## src/i2cra_pkg.sv

```systemverilog
// Types, codes and constants of the I2C register access master.
package i2cra_pkg;

   localparam int QUEUE_DEPTH = 2;

   localparam logic [1:0] CMD_TICK  = 2'd0;
   localparam logic [1:0] CMD_WRITE = 2'd1;
   localparam logic [1:0] CMD_READ  = 2'd2;

   localparam logic [1:0] CSR_HALF_PERIOD = 2'd0;
   localparam logic [1:0] CSR_DEV_WRITE   = 2'd1;
   localparam logic [1:0] CSR_DEV_READ    = 2'd2;

   localparam logic [15:0] HALF_PERIOD_RESET = 16'd5;
   localparam logic [7:0]  DEV_WRITE_RESET   = 8'd124;
   localparam logic [7:0]  DEV_READ_RESET    = 8'd125;

   typedef enum logic [1:0] {
      OP_TICK,
      OP_WRITE,
      OP_READ,
      OP_NONE
   } op_type;

   typedef enum logic [4:0] {
      PH_IDLE    = 5'd0,
      PH_START0  = 5'd1,
      PH_START1  = 5'd2,
      PH_START2  = 5'd3,
      PH_START3  = 5'd4,
      PH_RSTART0 = 5'd5,
      PH_RSTART1 = 5'd6,
      PH_RSTART2 = 5'd7,
      PH_RSTART3 = 5'd8,
      PH_TXLO    = 5'd9,
      PH_TXHI    = 5'd10,
      PH_ACKLO   = 5'd11,
      PH_ACKHI   = 5'd12,
      PH_RXHI    = 5'd13,
      PH_RXLO    = 5'd14,
      PH_NKLO    = 5'd15,
      PH_NKHI    = 5'd16,
      PH_NKTAIL  = 5'd17,
      PH_STOP0   = 5'd18,
      PH_STOP1   = 5'd19,
      PH_STOP2   = 5'd20,
      PH_STOP3   = 5'd21,
      PH_GAP     = 5'd22
   } phase_type;

   typedef struct packed {
      op_type      op;
      logic [7:0]  reg_addr;
      logic [7:0]  write_data;
      logic        sda_sense;
      logic        scl_sense;
   } item_type;

   typedef struct packed {
      logic        scl_pull_low;
      logic        sda_pull_low;
      logic        busy_res;
      logic        done_res;
      logic [7:0]  read_byte;
      logic [2:0]  nack_stage;
      logic [1:0]  frame_errors;
   } result_type;

   typedef struct packed {
      logic        wr_en;
      logic [1:0]  index;
      logic [15:0] wdata;
   } csr_write_type;

endpackage

```

## src/i2cra_fifo.sv

```systemverilog
// Small first-in first-out queue of registers with full and empty flags.
module i2cra_fifo #(
   parameter int DEPTH = 2,
   parameter int WIDTH = 1
) (
   input  logic             clock,
   input  logic             reset,
   input  logic             push,
   input  logic [WIDTH-1:0] wdata,
   output logic             full,
   input  logic             pop,
   output logic [WIDTH-1:0] rdata,
   output logic             empty
);
   localparam int PW = (DEPTH > 1) ? $clog2(DEPTH) : 1;
   localparam int CW = $clog2(DEPTH + 1);

   logic [WIDTH-1:0] mem_ff [DEPTH];
   logic [PW-1:0]    wr_ptr_ff, wr_ptr_in;
   logic [PW-1:0]    rd_ptr_ff, rd_ptr_in;
   logic [CW-1:0]    count_ff, count_in;
   logic             do_push, do_pop;

   assign full    = (count_ff == CW'(DEPTH));
   assign empty   = (count_ff == '0);
   assign do_push = push & ~full;
   assign do_pop  = pop & ~empty;
   assign rdata   = mem_ff[rd_ptr_ff];

   always_comb begin
      wr_ptr_in = wr_ptr_ff;
      rd_ptr_in = rd_ptr_ff;
      if (do_push) begin
         wr_ptr_in = (wr_ptr_ff == PW'(DEPTH - 1)) ? '0 : wr_ptr_ff + 1'b1;
      end
      if (do_pop) begin
         rd_ptr_in = (rd_ptr_ff == PW'(DEPTH - 1)) ? '0 : rd_ptr_ff + 1'b1;
      end
      count_in = count_ff + CW'(do_push) - CW'(do_pop);
   end

   always_ff @(posedge clock) begin
      if (reset) begin
         wr_ptr_ff <= '0;
         rd_ptr_ff <= '0;
         count_ff  <= '0;
      end else begin
         wr_ptr_ff <= wr_ptr_in;
         rd_ptr_ff <= rd_ptr_in;
         count_ff  <= count_in;
      end
   end

   always_ff @(posedge clock) begin
      if (do_push) begin
         mem_ff[wr_ptr_ff] <= wdata;
      end
   end

endmodule

```

## src/i2cra_front.sv

```systemverilog
// Front end: decodes the command of each incoming item into an operation.
module i2cra_front (
   input  logic                req_push,
   input  logic [1:0]          req_cmd,
   input  logic [7:0]          req_reg_addr,
   input  logic [7:0]          req_write_data,
   input  logic                req_sda_sense,
   input  logic                req_scl_sense,
   output logic                q_push,
   output i2cra_pkg::item_type q_item
);
   import i2cra_pkg::*;

   op_type op;

   always_comb begin
      unique case (req_cmd)
         CMD_TICK:  op = OP_TICK;
         CMD_WRITE: op = OP_WRITE;
         CMD_READ:  op = OP_READ;
         default:   op = OP_NONE;
      endcase
   end

   assign q_push            = req_push;
   assign q_item.op         = op;
   assign q_item.reg_addr   = req_reg_addr;
   assign q_item.write_data = req_write_data;
   assign q_item.sda_sense  = req_sda_sense;
   assign q_item.scl_sense  = req_scl_sense;

endmodule

```

## src/i2cra_back.sv

```systemverilog
// Back end: bus phase sequencer and configuration registers.
module i2cra_back (
   input  logic                     clock,
   input  logic                     reset,
   input  i2cra_pkg::csr_write_type csr,
   input  logic                     in_empty,
   input  i2cra_pkg::item_type      in_item,
   output logic                     in_pop,
   input  logic                     out_full,
   output logic                     out_push,
   output i2cra_pkg::result_type    out_result
);
   import i2cra_pkg::*;

   logic [15:0] hp_ff;
   logic [7:0]  dwb_ff, drb_ff;

   phase_type   phase_ff, phase_in;
   logic [15:0] tick_ff, tick_in;
   logic [3:0]  bit_ff, bit_in;
   logic [1:0]  byte_ff, byte_in;
   logic [7:0]  shift_ff, shift_in;
   logic [7:0]  addr_ff, addr_in;
   logic [7:0]  data_ff, data_in;
   logic        read_ff, read_in;
   logic [2:0]  nack_ff, nack_in;
   logic [1:0]  frame_ff, frame_in;
   logic [7:0]  recv_ff, recv_in;

   logic        fire;
   logic        start_hit;
   logic        done;
   logic [16:0] tick_next;
   logic        phase_end;
   logic [3:0]  bit_next;
   logic        scl_drv, sda_drv;
   logic        bit_low;

   assign fire      = ~in_empty & ~out_full;
   assign in_pop    = fire;
   assign out_push  = fire;
   assign tick_next = {1'b0, tick_ff} + 17'd1;
   // a zero half period ends every phase on its first tick, as one does
   assign phase_end = (tick_next >= {1'b0, hp_ff});
   assign bit_next  = bit_ff + 4'd1;

   always_ff @(posedge clock) begin
      if (reset) begin
         hp_ff  <= HALF_PERIOD_RESET;
         dwb_ff <= DEV_WRITE_RESET;
         drb_ff <= DEV_READ_RESET;
      end else if (csr.wr_en) begin
         case (csr.index)
            CSR_HALF_PERIOD: hp_ff  <= csr.wdata;
            CSR_DEV_WRITE:   dwb_ff <= csr.wdata[7:0];
            CSR_DEV_READ:    drb_ff <= csr.wdata[7:0];
            default: ;
         endcase
      end
   end

   // next state
   always_comb begin
      phase_in  = phase_ff;
      tick_in   = tick_ff;
      bit_in    = bit_ff;
      byte_in   = byte_ff;
      shift_in  = shift_ff;
      addr_in   = addr_ff;
      data_in   = data_ff;
      read_in   = read_ff;
      nack_in   = nack_ff;
      frame_in  = frame_ff;
      recv_in   = recv_ff;
      start_hit = 1'b0;
      done      = 1'b0;
      if (fire) begin
         unique case (in_item.op)
            OP_WRITE, OP_READ: begin
               if (phase_ff == PH_IDLE) begin
                  start_hit = 1'b1;
                  addr_in   = in_item.reg_addr;
                  data_in   = in_item.write_data;
                  read_in   = (in_item.op == OP_READ);
                  nack_in   = 3'd0;
                  tick_in   = 16'd0;
                  bit_in    = 4'd0;
                  byte_in   = 2'd0;
                  phase_in  = PH_START0;
               end
            end
            OP_TICK: begin
               if (phase_ff != PH_IDLE) begin
                  if (!phase_end) begin
                     tick_in = tick_next[15:0];
                  end else begin
                     tick_in = 16'd0;
                     unique case (phase_ff)
                        PH_START0:  phase_in = PH_START1;
                        PH_START1:  phase_in = PH_START2;
                        PH_START2:  phase_in = PH_START3;
                        PH_START3: begin
                           byte_in  = 2'd0;
                           shift_in = dwb_ff;
                           bit_in   = 4'd0;
                           phase_in = PH_TXLO;
                        end
                        PH_RSTART0: phase_in = PH_RSTART1;
                        PH_RSTART1: phase_in = PH_RSTART2;
                        PH_RSTART2: phase_in = PH_RSTART3;
                        PH_RSTART3: begin
                           byte_in  = 2'd2;
                           shift_in = drb_ff;
                           bit_in   = 4'd0;
                           phase_in = PH_TXLO;
                        end
                        PH_TXLO:    phase_in = PH_TXHI;
                        PH_TXHI: begin
                           shift_in = {shift_ff[6:0], 1'b0};
                           bit_in   = bit_next;
                           phase_in = (bit_next >= 4'd8) ? PH_ACKLO : PH_TXLO;
                        end
                        PH_ACKLO:   phase_in = PH_ACKHI;
                        PH_ACKHI: begin
                           // record NACK and keep going
                           if (in_item.sda_sense) begin
                              nack_in = {1'b0, byte_ff} + (read_ff ? 3'd4 : 3'd1);
                           end
                           if (byte_ff == 2'd0) begin
                              byte_in  = 2'd1;
                              shift_in = addr_ff;
                              bit_in   = 4'd0;
                              phase_in = PH_TXLO;
                           end else if (!read_ff) begin
                              if (byte_ff == 2'd1) begin
                                 byte_in  = 2'd2;
                                 shift_in = data_ff;
                                 bit_in   = 4'd0;
                                 phase_in = PH_TXLO;
                              end else begin
                                 phase_in = PH_STOP0;
                              end
                           end else if (byte_ff == 2'd1) begin
                              phase_in = PH_RSTART0;
                           end else begin
                              shift_in = 8'd0;
                              bit_in   = 4'd0;
                              phase_in = PH_RXHI;
                           end
                        end
                        PH_RXHI: begin
                           shift_in = {shift_ff[6:0], in_item.sda_sense};
                           phase_in = PH_RXLO;
                        end
                        PH_RXLO: begin
                           bit_in = bit_next;
                           if (bit_next >= 4'd8) begin
                              recv_in  = shift_ff;
                              phase_in = PH_NKLO;
                           end else begin
                              phase_in = PH_RXHI;
                           end
                        end
                        PH_NKLO:    phase_in = PH_NKHI;
                        PH_NKHI:    phase_in = PH_NKTAIL;
                        PH_NKTAIL:  phase_in = PH_STOP0;
                        PH_STOP0:   phase_in = PH_STOP1;
                        PH_STOP1:   phase_in = PH_STOP2;
                        PH_STOP2:   phase_in = PH_STOP3;
                        PH_STOP3: begin
                           // count each bus line still held low
                           frame_in = {1'b0, ~in_item.scl_sense}
                                    + {1'b0, ~in_item.sda_sense};
                           bit_in   = 4'd0;
                           phase_in = PH_GAP;
                        end
                        PH_GAP: begin
                           bit_in = bit_next;
                           if (bit_next >= 4'd4) begin
                              bit_in   = 4'd0;
                              phase_in = PH_IDLE;
                              done     = 1'b1;
                           end
                        end
                        default:    phase_in = PH_IDLE;
                     endcase
                  end
               end
            end
            default: ;
         endcase
      end
   end

   // line drive of the phase executed by this item
   assign bit_low = ~shift_ff[7];

   always_comb begin
      scl_drv = 1'b0;
      sda_drv = 1'b0;
      unique case (phase_ff)
         PH_START2:  sda_drv = 1'b1;
         PH_START3:  begin scl_drv = 1'b1; sda_drv = 1'b1; end
         PH_RSTART0: scl_drv = 1'b1;
         PH_RSTART2: sda_drv = 1'b1;
         PH_RSTART3: begin scl_drv = 1'b1; sda_drv = 1'b1; end
         PH_TXLO:    begin scl_drv = 1'b1; sda_drv = bit_low; end
         PH_TXHI:    sda_drv = bit_low;
         PH_ACKLO:   scl_drv = 1'b1;
         PH_RXLO:    scl_drv = 1'b1;
         PH_NKLO:    scl_drv = 1'b1;
         PH_NKTAIL:  scl_drv = 1'b1;
         PH_STOP0:   scl_drv = 1'b1;
         PH_STOP1:   begin scl_drv = 1'b1; sda_drv = 1'b1; end
         PH_STOP2:   sda_drv = 1'b1;
         default: ;
      endcase
      // an accepted request shows the first start phase: both lines released
      out_result.scl_pull_low = scl_drv & ~start_hit;
      out_result.sda_pull_low = sda_drv & ~start_hit;
      out_result.busy_res     = (phase_in != PH_IDLE);
      out_result.done_res     = done;
      out_result.read_byte    = recv_in;
      out_result.nack_stage   = nack_in;
      out_result.frame_errors = frame_in;
   end

   always_ff @(posedge clock) begin
      if (reset) begin
         phase_ff <= PH_IDLE;
         tick_ff  <= 16'd0;
         bit_ff   <= 4'd0;
         byte_ff  <= 2'd0;
         shift_ff <= 8'd0;
         read_ff  <= 1'b0;
         nack_ff  <= 3'd0;
         frame_ff <= 2'd0;
         recv_ff  <= 8'd0;
      end else begin
         phase_ff <= phase_in;
         tick_ff  <= tick_in;
         bit_ff   <= bit_in;
         byte_ff  <= byte_in;
         shift_ff <= shift_in;
         read_ff  <= read_in;
         nack_ff  <= nack_in;
         frame_ff <= frame_in;
         recv_ff  <= recv_in;
      end
   end

   always_ff @(posedge clock) begin
      addr_ff <= addr_in;
      data_ff <= data_in;
   end

endmodule

```

## src/i2c_register_access_master_core.sv

```systemverilog
// An accepted item is registered in the item queue, executed by the sequencer and
// registered in the result queue, whose head drives the rsp_ ports. Throughput:
// one queued item per cycle while the result queue has room.
// Both queues hold QUEUE_DEPTH items each.
// Synchronous reset empties both queues, sets the bus idle and restores the
// configuration registers to their reset values.
module i2c_register_access_master_core #(
   parameter int QUEUE_DEPTH = i2cra_pkg::QUEUE_DEPTH
) (
   input  logic        clock,
   input  logic        reset,
   input  logic        req_push,
   output logic        req_full,
   input  logic [1:0]  req_cmd,
   input  logic [7:0]  req_reg_addr,
   input  logic [7:0]  req_write_data,
   input  logic        req_sda_sense,
   input  logic        req_scl_sense,
   output logic        rsp_empty,
   input  logic        rsp_pop,
   output logic        rsp_scl_pull_low,
   output logic        rsp_sda_pull_low,
   output logic        rsp_busy_res,
   output logic        rsp_done_res,
   output logic [7:0]  rsp_read_byte,
   output logic [2:0]  rsp_nack_stage,
   output logic [1:0]  rsp_frame_errors,
   input  logic        csr_wr_en,
   input  logic [1:0]  csr_index,
   input  logic [15:0] csr_wdata
);
   import i2cra_pkg::*;

   item_type      front_item, back_item;
   result_type    back_result, rsp_result;
   csr_write_type csr;
   logic          front_push;
   logic          item_empty, item_pop;
   logic          res_full, res_push;

   assign csr.wr_en = csr_wr_en;
   assign csr.index = csr_index;
   assign csr.wdata = csr_wdata;

   i2cra_front u_front (
      .req_push       (req_push),
      .req_cmd        (req_cmd),
      .req_reg_addr   (req_reg_addr),
      .req_write_data (req_write_data),
      .req_sda_sense  (req_sda_sense),
      .req_scl_sense  (req_scl_sense),
      .q_push         (front_push),
      .q_item         (front_item)
   );

   i2cra_fifo #(
      .DEPTH (QUEUE_DEPTH),
      .WIDTH ($bits(item_type))
   ) u_item_queue (
      .clock (clock),
      .reset (reset),
      .push  (front_push),
      .wdata (front_item),
      .full  (req_full),
      .pop   (item_pop),
      .rdata (back_item),
      .empty (item_empty)
   );

   i2cra_back u_back (
      .clock      (clock),
      .reset      (reset),
      .csr        (csr),
      .in_empty   (item_empty),
      .in_item    (back_item),
      .in_pop     (item_pop),
      .out_full   (res_full),
      .out_push   (res_push),
      .out_result (back_result)
   );

   i2cra_fifo #(
      .DEPTH (QUEUE_DEPTH),
      .WIDTH ($bits(result_type))
   ) u_result_queue (
      .clock (clock),
      .reset (reset),
      .push  (res_push),
      .wdata (back_result),
      .full  (res_full),
      .pop   (rsp_pop),
      .rdata (rsp_result),
      .empty (rsp_empty)
   );

   assign rsp_scl_pull_low = rsp_result.scl_pull_low;
   assign rsp_sda_pull_low = rsp_result.sda_pull_low;
   assign rsp_busy_res     = rsp_result.busy_res;
   assign rsp_done_res     = rsp_result.done_res;
   assign rsp_read_byte    = rsp_result.read_byte;
   assign rsp_nack_stage   = rsp_result.nack_stage;
   assign rsp_frame_errors = rsp_result.frame_errors;

endmodule

```

## config.mk

```make
export PLATFORM = sky130hd
export DESIGN_NAME = i2c_register_access_master_core
export DESIGN_NICKNAME = d
export VERILOG_FILES = /design/src/i2cra_pkg.sv /design/src/i2cra_fifo.sv /design/src/i2cra_front.sv /design/src/i2cra_back.sv /design/src/i2c_register_access_master_core.sv
export SDC_FILE = /design/constraint.sdc
export NUM_CORES = 1
export LEC_CHECK = 0
export ABC_CLOCK_PERIOD_IN_PS = 3350
export BUFFER_PORTS_ARGS = -buffer_cell sky130_fd_sc_hd__buf_2
export CAP_MARGIN = 5
export CORE_MARGIN = 3
export CORE_UTILIZATION = 37
export CTS_CLUSTER_DIAMETER = 80
export DETAILED_ROUTE_END_ITERATION = 8
export SLEW_MARGIN = 15
export SYNTH_ARGS = -nofsm -noshare
export SYNTH_HDL_FRONTEND = slang
export SYNTH_SLANG_ARGS = --single-unit
```

## constraint.sdc

```tcl
create_clock -name clock -period 3.35 [get_ports clock]
set_input_delay 0.5025 -clock clock [delete_from_list [all_inputs] [get_ports clock]]
set_output_delay 0.5025 -clock clock [all_outputs]
set_load 0.05 [all_outputs]
```

==> impl_metrics.csv <==
group,metric,value,unit
status,outcome,"complete, no violations",
placement,globalplace.congestion,0.918,
layout,stdcell_count,1201,
setup_path,critPathLaunch,"u_back.tick_ff[9]",
sta,finalWorstSetupSlack,0.0760,ns
clocking,clock_sinks,181,
sta,rsz0062_at_grt,"yes",
clocking,htree_levels,4,
sta,tns,0,ns
global_route,grt_pass1_vias,5985,
clocking,clkLatencyLatePin,0.44,ns
layout,post_route_cells_drive_above_1_share,24.8,%
global_route,global_route.overflow_total,0,
synth,synth_compound_area_share,12.4,%
synth,synth_area_per_cell,10.4,um^2
sta,clock-skew-final,0.0120,ns
global_route,first_pass_grt_wire_length,31600,um
synth,synth-simple-area-share,18.2,%
clocking,ctsHoldBuffers,0,
synth,dominant_combinational_cell_family_by_area_after_synthesis,"simple AND/OR/NAND/NOR gates",
pwr,power.combinational.fraction,27.6,%
die,horizontal_die_dimension,158,um
placement,dpl.cell_count,1160,
layout,sequential_cell_area,0.00454,mm^2
layout,multiInputGateArea,0.00390,mm^2
sta,finalCritPeriodShare,97.7,%
global_route,antenna_found_initial,0,
sta,max_slew_margin,36.5,%
layout,design.final.nets,980,
setup_path,reg2reg_setup_slack,0.08,ns
placement,port_buffers,61,
placement,detailed_place_hpwl,13900,um
synth,postSynthRegisterBits,181,
global_route,global_route.usage.total,16.1,%
die,initial_core_util,38.4,%
setup_path,critPathCapture,"u_back.recv_ff[3]",
global_route,grt_start_max_net_pins,38,
die,die_h,158,um
drt,routed_via_density,5.23,
pwr,power.share.clock,29.7,%
drt,vias,6278,
pwr,power.switching,2.40,mW
synth,ys_types,68,
setup_path,endpoint_kind,"flop",
synth,synthMuxAreaShare,6.14,%
drt,detail_route.iter0.violations,553,
clocking,path_clk_slew,0.08,ns
synth,synth-xor-area-share,2.56,%
placement,pre_cts_ws,-0.0339,ns
sta,max_slew_violation_count,0,
synth,yosysMostFrequentCell,"nand2_1",
drt,drt_pre_antenna_iters,5,
worst_hold_path,hold_class,"in2reg",
synth,synth_top_cell_by_area,"edfxtp_1",
layout,antenna_cells,0,
synth,synth.top_cells.by_count,"108 x nand2_1, 91 x dfxtp_1, 90 x edfxtp_1",
synth,netlist.area_leader.share,31.6,%
synth,synth-adder-area-share,4.25,%
sta,fmax,305,MHz
pwr,power.switching_fraction,35.1,%
clocking,clock_tree.buffer_depth,2,
sta,worst_pin_slew,0.945,ns
sta,period_needed,3.27,ns
pwr,p_int,4.43,mW
die,core_region_area,0.0222,mm^2
sta,setup-violations-final,0,
pwr,power.ir.vdd_worst,0.420,mV
synth,count_of_synthesis_stage_warnings_from_yosys,0,
pwr,power.density_cell_area,671,mW/mm^2
drt,ant_nets,0,
clocking,cts_tree,"yes",
drt,drc,0,
clocking,root_buffer,"clkbuf_16",
setup_path,reg2reg_to,"u_back.recv_ff[3]",
sta,finalHoldViolations,0,
setup_path,timing.reg2reg.worst_path_depth,14,
synth,async_reset_ff_share,0,%
setup_path,critPathMaxFanout,8,
synth,synth.cell_area,0.00854,mm^2
run,maxCapViolCount,0,
drt,post_drt_wl_per_cell,16.3,um
clocking,cts_inserted_buffers,17,
die,die-area,0.0249,mm^2
synth,netlist_instances,823,
die,ioPinCount,62,
synth,synth_fp_nets,895,
synth,synth-edff-count,90,
setup_path,crit_arrival,3.60,ns
pwr,leakagePower,3.94,nW
setup_path,regToRegStartpoint,"u_back.tick_ff[9]",
synth,dominantRegCellSynth,"dfxtp_1",
sta,hold-worst-slack,0.246,ns
layout,area.growth.synth_to_final,19.2,%
synth,synth.area.top_cells,"edfxtp_1 32%, dfxtp_1 21%, mux2_2 5.7%",
setup_path,cp_data_required_time,3.68,ns
synth,synth_seq_area_share,53.0,%
die,std_cell_rows,54,
setup_path,worstSetupStartpointType,"flop",
pwr,p_seq_share,42.6,%
setup_path,timing.setup.critical_path_class,"reg2reg",
drt,wirelength_routed,19600,um
layout,num-fill-cells,2058,
[cells in the final DEF, fill, tap and decap left out, drive strengths merged, types with 8 or more instances in the layout]
master,Yosys,layout
and3,9,9
xnor2,14,14
o21ai,26,26
nand2,108,108
nor4,8,8
nand2b,15,15
a31oi,10,10
nor2,54,54
and2b,8,8
buf,5,108
nor2b,13,13
edfxtp,90,90
ha,29,29
clkbuf,37,17
nand3,24,24
mux2,43,43
dfxtp,91,91
a21oi,60,60
inv,35,45
xor2,11,11
and2,9,9
nor3,11,11
nand3b,15,15
[power by group through the flow]
stage / logic (mW) / clock network, mW / registers (mW)
finish: 1.89 / 2.03 / 2.91
global route: 2.06 / 2.17 / 2.95
CTS: 1.89 / 2.08 / 2.91
detailed placement: 1.88 / 0 / 2.96
global placement: 1.88 / 0 / 2.96
floorplan: 1.40 / 0 / 2.88
[stage by stage]
step                      power, mW  cell area [um^2]  util [%]
after floorplan                4.28              8630         -
after global placement         4.84              9410      42.4
after detailed placement       4.84              9410      42.4
after CTS                      6.89             10000      45.1
after global routing           7.18             10200      45.8
final                          6.83             10200      45.8
[state kept, by name, summed over array words and instances (netlist names), 2 cells and up, named ones only]
name and cells:
u_back.tick_ff 16, u_back.phase_ff 5, u_back.addr_ff 8, u_back.data_ff 8
u_back.frame_ff 2, u_back.dwb_ff 8, u_back.shift_ff 8, u_back.drb_ff 8
u_result_queue.mem_ff 34, u_back.hp_ff 16, u_item_queue.count_ff 2, u_back.bit_ff 4
u_result_queue.count_ff 2, u_back.nack_ff 3, u_item_queue.mem_ff 40, u_back.recv_ff 8
u_back.byte_ff 2
[critical path, cell delays in order (launching register included)]
cell and delay (ns):
dfxtp_2 0.35, and4_4 0.23, and4_4 0.23, nand3_4 0.09, or2_4 0.24, xnor2_2 0.14
ha_1 0.30, nand2_1 0.07, a21oi_2 0.18, nor4_4 0.08, o211a_4 0.27, nor4b_4 0.31
buf_12 0.18, mux2_4 0.31, and2b_2 0.19
[layer usage]
layer	routed length (um)	share of wire (%)	vias up	global-route usage, %
li1	-	-	3131	-
met1	9670	49	2965	23.1
met2	8810	45	164	24.7
met3	835	4.3	18	2.90
met4	281	1.4	0	5.41
met5	0	0	-	0
[worst min-delay path by stage]
stage                                  from                   endpoint  slack [ns]  depth (start not counted)
after global routing      req_write_data[7]  u_item_queue.mem_ff[1][9]        0.23                          1
after floorplan            u_back.dwb_ff[0]           u_back.dwb_ff[0]        0.44                          2
after CTS                     req_scl_sense  u_item_queue.mem_ff[0][0]        0.23                          1
after detailed placement   u_back.hp_ff[14]           u_back.hp_ff[14]        0.45                          2
final                     req_write_data[7]  u_item_queue.mem_ff[1][9]        0.25                          1
after global placement     u_back.hp_ff[13]           u_back.hp_ff[13]        0.44                          2
[cells by family (layout without fill, tap and decap cells)]
family | after synthesis | count (layout)
simple gates | 302 | 302
flops | 181 | 181
compound gates | 162 | 162
buf+inv | 77 | 175
mux | 47 | 47
fa+ha+maj | 29 | 29
xor+xnor | 25 | 25
[cell type report]
class / count / area share [%]
clock inverters: 15 / 1.71
multi-input cells: 565 / 38.3
well taps: 280 / 3.44
inverters: 35 / 1.29
flip-flops and latches: 181 / 44.6
clock buffers: 17 / 4.18
repair buffers: 108 / 6.58
[what timing repair did]
action	CTS	global route
pin swaps	2	15
endpoints found under the setup margin	27	77
gates cloned	0	0
gates resized for setup	2	18
setup buffers	2	7
Note: power is estimated with default switching activity, not from simulation.
